[src/rtl/brr_pkg.sv]
`default_nettype none
package brr_pkg;

  localparam int BRR_BUF_BYTES = 4096;
  localparam int BRR_MAX_BITS  = 32;
  localparam int BYTE_BITS     = 8;

  localparam logic [2:0] ACT_PUT       = 3'd0;
  localparam logic [2:0] ACT_GET       = 3'd1;
  localparam logic [2:0] ACT_REW_BITS  = 3'd2;
  localparam logic [2:0] ACT_REW_BYTES = 3'd3;
  localparam logic [2:0] ACT_REPORT    = 3'd4;

  localparam logic [1:0] ERR_OK   = 2'd0;
  localparam logic [1:0] ERR_PAST = 2'd1;
  localparam logic [1:0] ERR_OVER = 2'd2;

  typedef struct packed {
    logic [2:0]  action;
    logic [7:0]  data_byte;
    logic [11:0] amount;
  } in_word_t;

  typedef struct packed {
    logic [31:0] bits_value;
    logic [31:0] total_bits;
    logic [1:0]  error;
  } out_word_t;

  typedef struct packed {
    logic latch;
    logic exec;
    logic check;
    logic mem_wr;
    logic mem_rd;
    logic merge;
    logic out_load;
  } brr_cmd_t;

  typedef struct packed {
    logic is_put;
    logic is_get;
    logic too_long;
    logic need_zero;
    logic read_past;
    logic addr_valid;
  } brr_sts_t;

endpackage
`default_nettype wire

[src/rtl/brr_ctrl.sv]
`default_nettype none
module brr_ctrl import brr_pkg::*; (
  input  wire logic     clk,
  input  wire logic     rst_n,
  input  wire logic     in_valid,
  output logic          in_stall,
  output logic          out_valid,
  input  wire logic     out_stall,
  input  wire brr_sts_t sts,
  output brr_cmd_t      cmd
);

  localparam logic [2:0] S_IDLE  = 3'd0;
  localparam logic [2:0] S_EXEC  = 3'd1;
  localparam logic [2:0] S_CHECK = 3'd2;
  localparam logic [2:0] S_ADDR  = 3'd3;
  localparam logic [2:0] S_FETCH = 3'd4;
  localparam logic [2:0] S_DONE  = 3'd5;

  logic [2:0] state_r;
  logic [2:0] state_nxt;
  logic       out_valid_r;
  logic       out_valid_nxt;
  logic       out_free;

  assign out_free = !out_valid_r || !out_stall;

  always_comb begin
    state_nxt = state_r;
    cmd       = '0;
    case (state_r)
      S_IDLE: begin
        if (in_valid) begin
          cmd.latch = 1'b1;
          state_nxt = S_EXEC;
        end
      end
      S_EXEC: begin
        cmd.exec = 1'b1;
        if (sts.is_put) begin
          state_nxt = S_ADDR;
        end else if (sts.is_get && !sts.too_long) begin
          state_nxt = S_CHECK;
        end else begin
          state_nxt = S_DONE;
        end
      end
      S_CHECK: begin
        cmd.check = 1'b1;
        if (sts.need_zero || sts.read_past) begin
          state_nxt = S_DONE;
        end else begin
          state_nxt = S_ADDR;
        end
      end
      S_ADDR: begin
        if (sts.addr_valid) begin
          if (sts.is_put) begin
            cmd.mem_wr = 1'b1;
            state_nxt  = S_DONE;
          end else begin
            cmd.mem_rd = 1'b1;
            state_nxt  = S_FETCH;
          end
        end
      end
      S_FETCH: begin
        cmd.merge = 1'b1;
        state_nxt = S_CHECK;
      end
      S_DONE: begin
        if (out_free) begin
          cmd.out_load = 1'b1;
          state_nxt    = S_IDLE;
        end
      end
      default: begin
        state_nxt = S_IDLE;
      end
    endcase
  end

  always_comb begin
    out_valid_nxt = out_valid_r;
    if (cmd.out_load) begin
      out_valid_nxt = 1'b1;
    end else if (out_valid_r && !out_stall) begin
      out_valid_nxt = 1'b0;
    end
  end

  always_ff @(posedge clk) begin
    if (!rst_n) begin
      state_r     <= S_IDLE;
      out_valid_r <= 1'b0;
    end else begin
      state_r     <= state_nxt;
      out_valid_r <= out_valid_nxt;
    end
  end

  assign in_stall  = (state_r != S_IDLE);
  assign out_valid = out_valid_r;

endmodule
`default_nettype wire

[config.mk]
export PLATFORM = sky130hd
export DESIGN_NAME = brr_ctrl
export DESIGN_NICKNAME = d
export VERILOG_FILES = /design/src/rtl/brr_pkg.sv /design/src/rtl/brr_ctrl.sv
export SDC_FILE = /design/constraint.sdc
export NUM_CORES = 1
export LEC_CHECK = 0
export BUFFER_PORTS_ARGS = -buffer_cell sky130_fd_sc_hd__buf_4
export CAP_MARGIN = 10
export CELL_PAD_IN_SITES_DETAIL_PLACEMENT = 1
export CELL_PAD_IN_SITES_GLOBAL_PLACEMENT = 2
export CORE_AREA = 2 2 43 45
export DETAILED_ROUTE_END_ITERATION = 12
export DIE_AREA = 0 0 45 47
export PLACE_DENSITY = 0.84
export SLEW_MARGIN = 20
export SYNTH_ARGS = -nofsm -noshare
export SYNTH_HDL_FRONTEND = slang
export SYNTH_SLANG_ARGS = --single-unit
[constraint.sdc]
create_clock -name clk -period 2.4 [get_ports clk]
set_input_delay 0.6 -clock clk [delete_from_list [all_inputs] [get_ports clk]]
set_output_delay 0.6 -clock clk [all_outputs]
set_load 0.01 [all_outputs]
== After elaboration in Yosys (flattened, before gate mapping) ==
Index checks and enable logic that the tools add are counted.

* Register bits: 4
* Latch bits: 0
* RAM bits: 0
* Bits in read-only memories: 0
* Input bits: 10
* Output and inout bits: 9
* Word-level logic and storage cells: 42
* Memories: 0

* $add $sub $neg: 0
* Multiply operators: 0
* Divide/modulo/power cells: 0
* $lt $le $gt $ge: 0
* Equal/unequal tests: 8
* Shift operators: 0
* Mux-type cells: 21
* Bitwise logic cells: 0
* Reduce and logical (&&, ||, !) cells: 11

{| class="wikitable"
|+ Operator list
! cell !! count
|-
| $mux W3 || 6
|-
| $pmux W3 S6 || 1
|-
| $mux W1 || 12
|-
| $eq A3 B2 Y1 const B || 2
|-
| $eq A3 B3 Y1 const B || 2
|-
| $ne A2 B2 Y1 const B || 3
|-
| $mux W2 || 2
|-
| $eq A3 B1 Y1 const B || 1
|-
| $logic_not A1 Y1 || 3
|-
| $logic_not A3 Y1 || 1
|-
| $reduce_and A3 Y1 || 1
|-
| $reduce_bool A3 Y1 || 1
|-
| $logic_and A1 B1 Y1 || 2
|-
| $logic_or A1 B1 Y1 || 2
|-
| $reduce_bool A2 Y1 || 1
|}

== Logic depth before layout (Yosys ltp) ==
* Word-level depth: 5
* Mapped depth: 5
* Mapped depth without buffers: 4

== Worst setup path after synthesis ==
No wires, ideal clock.

* Path type: reg-to-output
* From: register state_r[2]
* To: output port cmd[6] (netlist bit)
* Arrival: 0.980 ns
* Required time: 1.800 ns
* Path slack: 0.820 ns
* Stages on the path, launching flop included: 4
* Buffers on the path: 1
* Cells stage by stage: dfxtp_1 buf_6 or3_4 nor2_1

{| class="wikitable"
|+ RTL lines
! item !! RTL line !! RTL
|-
| start: declaration || brr_ctrl.sv:20 || <nowiki>logic [2:0] state_r;</nowiki>
|-
| start signal: assignment || brr_ctrl.sv:97 || <nowiki>state_r <= state_nxt;</nowiki>
|-
| end: declaration || brr_ctrl.sv:10 || <nowiki>output brr_cmd_t cmd</nowiki>
|}

==> impl_results.html <==
<table>
<tr><th>Metric</th><th>Value</th></tr>
<tr><th colspan="2">Timing</th></tr>
<tr><td>Setup skew after layout</td><td>1.20 ps</td></tr>
<tr><td>Final number of hold-violating endpoints</td><td>0</td></tr>
<tr><td>Period utilisation layout</td><td>82.1%</td></tr>
<tr><td>Sum Neg Setup Slack</td><td>0 ps</td></tr>
<tr><td>Unrepaired setup endpoints after global routing</td><td>no</td></tr>
<tr><td>Transition time at the pin with the least slew margin</td><td>between 300 and 400 ps</td></tr>
<tr><td>Fmax achieved</td><td>about 510 MHz</td></tr>
<tr><td>Total setup violations reported at the end of the flow</td><td>0</td></tr>
<tr><td>Relative max-transition margin</td><td>about three quarters</td></tr>
<tr><td>Final Critical Period</td><td>1970 ps</td></tr>
<tr><td>Final count of pins violating max slew</td><td>0</td></tr>
<tr><th colspan="2">Clock network</th></tr>
<tr><td>Clock tree root buffer cell</td><td>sky130_fd_sc_hd__clkbuf_4</td></tr>
<tr><td># clock sinks</td><td>4</td></tr>
<tr><td>Clock transition time at the flip-flop clock pins of the worst setup and hold paths</td><td>approximately 40 ps</td></tr>
<tr><td>Number of H-tree levels</td><td>1</td></tr>
<tr><td>Clock latency on the worst-skew pair</td><td>~240 ps</td></tr>
<tr><td>Clk buf depth</td><td>2</td></tr>
<tr><td>Number of buffers inserted by post-CTS setup repair</td><td>0</td></tr>
<tr><td>Number of hold-repair buffers added at the cts stage</td><td>0</td></tr>
<tr><td>CTS-repair resized insts</td><td>0</td></tr>
<tr><td>CTS tree</td><td>done</td></tr>
<tr><td>Number of buffers created by CTS</td><td>3</td></tr>
<tr><th colspan="2">Global route</th></tr>
<tr><td>Global-route congestion overflow total</td><td>0</td></tr>
<tr><td>Total Routing Usage GR</td><td>between 10% and 20%</td></tr>
<tr><td>Maximum number of pins on one net before global-route repair</td><td>12</td></tr>
<tr><td>First-pass GRT wire length</td><td>between 1 and 1.5 mm</td></tr>
<tr><td>Number of global-route vias before repair</td><td>between 300 and 400</td></tr>
<tr><td>Initial antenna violation count</td><td>0</td></tr>
<tr><th colspan="2">Run</th></tr>
<tr><td>Count of max-cap constraint violations</td><td>0</td></tr>
<tr><th colspan="2">Worst setup path</th></tr>
<tr><td>Largest fanout on the critical path</td><td>10</td></tr>
<tr><td>Crit Path Category</td><td>flop to primary output</td></tr>
<tr><td>Category of the worst setup path capture point</td><td>primary output</td></tr>
<tr><td>CP max-delay cell</td><td>sky130_fd_sc_hd__dfxtp_1</td></tr>
<tr><td>Top delay family on crit path</td><td>flip-flops</td></tr>
<tr><td>Arrival time reported for the critical path endpoint</td><td>~1400 ps</td></tr>
<tr><td>Worst path max stage delay</td><td>480 ps</td></tr>
<tr><td>Sum of buffers and inverters on the critical path</td><td>1</td></tr>
<tr><td>Critical path, cell by cell</td><td>nor2b_1 &gt; nand2_1 &gt; a21oi_1 &gt; buf_4</td></tr>
<tr><td>CP Data Required Time</td><td>roughly 1800 ps</td></tr>
<tr><td>Type of element launching the critical path</td><td>flop</td></tr>
<tr><th colspan="2">Logic synthesis</th></tr>
<tr><td>Share of the synthesized area in the top cell type</td><td>23.8%</td></tr>
<tr><td>Mean cell area of the mapped netlist</td><td>between 7 and 8 um2</td></tr>
<tr><td>Post-Synthesis Cell Area</td><td>337 um2</td></tr>
<tr><td>Combinational family with the most area after synthesis</td><td>simple AND/OR/NAND/NOR gates</td></tr>
<tr><td>Cell accounting for the most synthesized area</td><td>sky130_fd_sc_hd__dfxtp_1</td></tr>
<tr><td>Number of distinct standard cells referenced by the synthesized netlist</td><td>22</td></tr>
<tr><td>Share of the synthesized netlist area taken by xor and xnor gates</td><td>0%</td></tr>
<tr><td>Fraction of the mapped netlist area in compound gates</td><td>between 20% and 30%</td></tr>
<tr><td>Fraction of synthesized area in multiplexers</td><td>0%</td></tr>
<tr><td>Top cells by area in the synthesized netlist</td><td>sky130_fd_sc_hd__dfxtp_1, sky130_fd_sc_hd__buf_6, sky130_fd_sc_hd__nor2_1</td></tr>
<tr><td>Async set or reset register ratio after synthesis</td><td>0%</td></tr>
<tr><td>Number of synthesized flops with an enable pin</td><td>0</td></tr>
<tr><td>Number of nets produced by synthesis</td><td>54</td></tr>
<tr><td>Adder and majority gate portion of the synthesized area</td><td>0%</td></tr>
<tr><td>Flop and latch count out of synthesis</td><td>4</td></tr>
<tr><td>Post-synthesis sequential area ratio</td><td>23.8%</td></tr>
<tr><td>Gate Count Post-Synth</td><td>44</td></tr>
<tr><td>Simple-gate share of the synthesized area</td><td>roughly two fifths</td></tr>
<tr><td>Yosys warns</td><td>0</td></tr>
<tr><td>Flip-flop cell with the highest count after synthesis</td><td>sky130_fd_sc_hd__dfxtp_1</td></tr>
<tr><th colspan="2">Finish</th></tr>
<tr><td>Share of cells above drive strength 1</td><td>around two fifths</td></tr>
<tr><td>Diodes inserted</td><td>0</td></tr>
<tr><td>Sequential cell area</td><td>80.1 um2</td></tr>
<tr><td>Area Growth Syn to Fin</td><td>42.0%</td></tr>
<tr><td>Number of standard cells in the final layout excluding fillers</td><td>78</td></tr>
<tr><td>Layout net count</td><td>73</td></tr>
<tr><td>Count of fill cells added during filler insertion</td><td>roughly 220</td></tr>
<tr><td>Total area of multi-input combinational cells</td><td>~220 um2</td></tr>
<tr><th colspan="2">Power and ir drop</th></tr>
<tr><td>Pwr Total</td><td>approximately 0.00028 W</td></tr>
<tr><td>Total leakage power</td><td>a little over 0.2 nW</td></tr>
<tr><td>Power per Cell Area</td><td>between 500 and 600 nW/um2</td></tr>
<tr><td>Worst supply voltage drop on vdd</td><td>0.000116 V</td></tr>
<tr><th colspan="2">Floorplan</th></tr>
<tr><td>Num rows</td><td>15</td></tr>
<tr><td>Top-Level Pins</td><td>19</td></tr>
<tr><td>Initial standard-cell utilization of the core</td><td>between 20% and 30%</td></tr>
<tr><td>Vertical extent of the die</td><td>around 47 um</td></tr>
<tr><td>Std-Cell Core Area</td><td>~1700 um2</td></tr>
<tr><td>Die Span X</td><td>roughly 45 um</td></tr>
<tr><td>Die Footprint</td><td>about 2100 um2</td></tr>
<tr><th colspan="2">Place</th></tr>
<tr><td>Weighted congestion at the end of routability-driven global placement</td><td>about 0.75</td></tr>
<tr><td>Number of placed cells counting well taps</td><td>75</td></tr>
<tr><td>Count of input and output buffers</td><td>18</td></tr>
<tr><td>Detailed placement HPWL</td><td>722 um</td></tr>
<tr><th colspan="2">Route</th></tr>
<tr><td>Wire length after detailed routing</td><td>a little under 900 um</td></tr>
<tr><td>Total number of vias</td><td>around 380</td></tr>
<tr><td>Remaining routing DRC violations</td><td>0</td></tr>
<tr><td>Number of DRC violations after detailed-routing iteration 0</td><td>2</td></tr>
<tr><td>Count of antenna-violating nets left after detailed routing</td><td>0</td></tr>
<tr><td>Via density per instance</td><td>~4.8</td></tr>
<tr><td>Wire per inst</td><td>11.4 um</td></tr>
<tr><td>Iteration count of the initial detailed-routing pass</td><td>2</td></tr>
<tr><th colspan="2">Outcome</th></tr>
<tr><td>Outcome</td><td>completed</td></tr>
<tr><th colspan="2">Hold path</th></tr>
<tr><td>Min-delay worst type</td><td>flop to flop</td></tr>
</table>
[placed cells by master (no fill, tap or decap)]
cell type / n
sky130_fd_sc_hd__o22ai_2: 1
sky130_fd_sc_hd__nor3_1: 2
sky130_fd_sc_hd__o31ai_1: 2
sky130_fd_sc_hd__o21ai_2: 2
sky130_fd_sc_hd__nand3b_1: 1
sky130_fd_sc_hd__o21bai_1: 1
sky130_fd_sc_hd__buf_4: 18
sky130_fd_sc_hd__nand2_1: 3
sky130_fd_sc_hd__nor4_1: 1
sky130_fd_sc_hd__nand3_1: 1
sky130_fd_sc_hd__clkbuf_4: 3
sky130_fd_sc_hd__o21ai_1: 1
sky130_fd_sc_hd__or3_4: 1
sky130_fd_sc_hd__nor3b_1: 2
sky130_fd_sc_hd__nor2_1: 6
sky130_fd_sc_hd__nor2b_1: 3
sky130_fd_sc_hd__dfxtp_1: 4
sky130_fd_sc_hd__a21boi_0: 1
sky130_fd_sc_hd__nand2b_1: 2
sky130_fd_sc_hd__and4b_1: 1
sky130_fd_sc_hd__a21oi_1: 4
sky130_fd_sc_hd__inv_1: 1
[flip-flops by register name, indices dropped and copies added (netlist names)]
name / flops
state_r: 3
out_valid: 1
[worst register-to-register path: stages (launching register included)]
cell and delay [ps]:
sky130_fd_sc_hd__dfxtp_1 530, sky130_fd_sc_hd__nand2b_1 150, sky130_fd_sc_hd__nor4_1 250, sky130_fd_sc_hd__o21ai_1 120
sky130_fd_sc_hd__o22ai_2 140
[cell usage after synthesis (all sizes together) (2+ instances only)]
cell and instances:
dfxtp 4, nor3 2, nand2b 2, nor2b 3
a21oi 4, nor2 6, o31ai 2, o21ai 3
nor3b 2, nand2 3, buf 4
[final cells by class]
cell class / instances / share of cell area [%]
Clock buffer: 3 / 4.71
Inverter: 1 / 0.785
Timing Repair Buffer: 18 / 28.3
Multi-Input combinational cell: 35 / 45.0
Sequential cell: 4 / 16.8
Tap cell: 17 / 4.45
[worst paths after layout]
check              from    endpoint  depth (start not counted)  slack, ps
max          state_r[2]      cmd[0]                          4        430
min           out_valid   out_valid                          2        520
max reg2reg  state_r[0]  state_r[2]                          4       1140
min reg2reg   out_valid   out_valid                          2        520
[stage by stage]
stage / cell area [um2] / hold WS, ps / utilization [%] / worst slack, ps
2_1_floorplan: 337 / 516 / - / 820
3_3_place_gp: 455 / 499 / 27.6 / 680
3_5_place_dp: 455 / 516 / 27.6 / 675
4_1_cts: 478 / 517 / 28.9 / 418
5_1_grt: 478 / 561 / 28.9 / 266
6_report: 478 / 516 / 28.9 / 429
[layer usage]
| layer | up-vias | GRT usage, % | share of wire (%) |
|---|---|---|---|
| li1 | 189 | - | - |
| met1 | 172 | 9.91 | 37 |
| met2 | 10 | 18.0 | 55 |
| met3 | 4 | 4.62 | 7.0 |
| met4 | 0 | 7.06 | 1.3 |
| met5 | - | 0 | 0 |
[cell families (layout without fill, tap and decap cells)]
kind of cell,after synthesis,in the layout
buffers and inverters,5,22
and+or+nand+nor,23,23
DFF,4,4
AOI/OAI and AO/OA,12,12
[where the power goes]
part	switching, W	total (W)	internal [W]
clock network	0.0000315	0.0000877	0.0000562
registers	0.0000186	0.0000927	0.0000741
logic	0.0000419	0.0000956	0.0000537
Note: power is estimated with default switching activity, not from simulation.
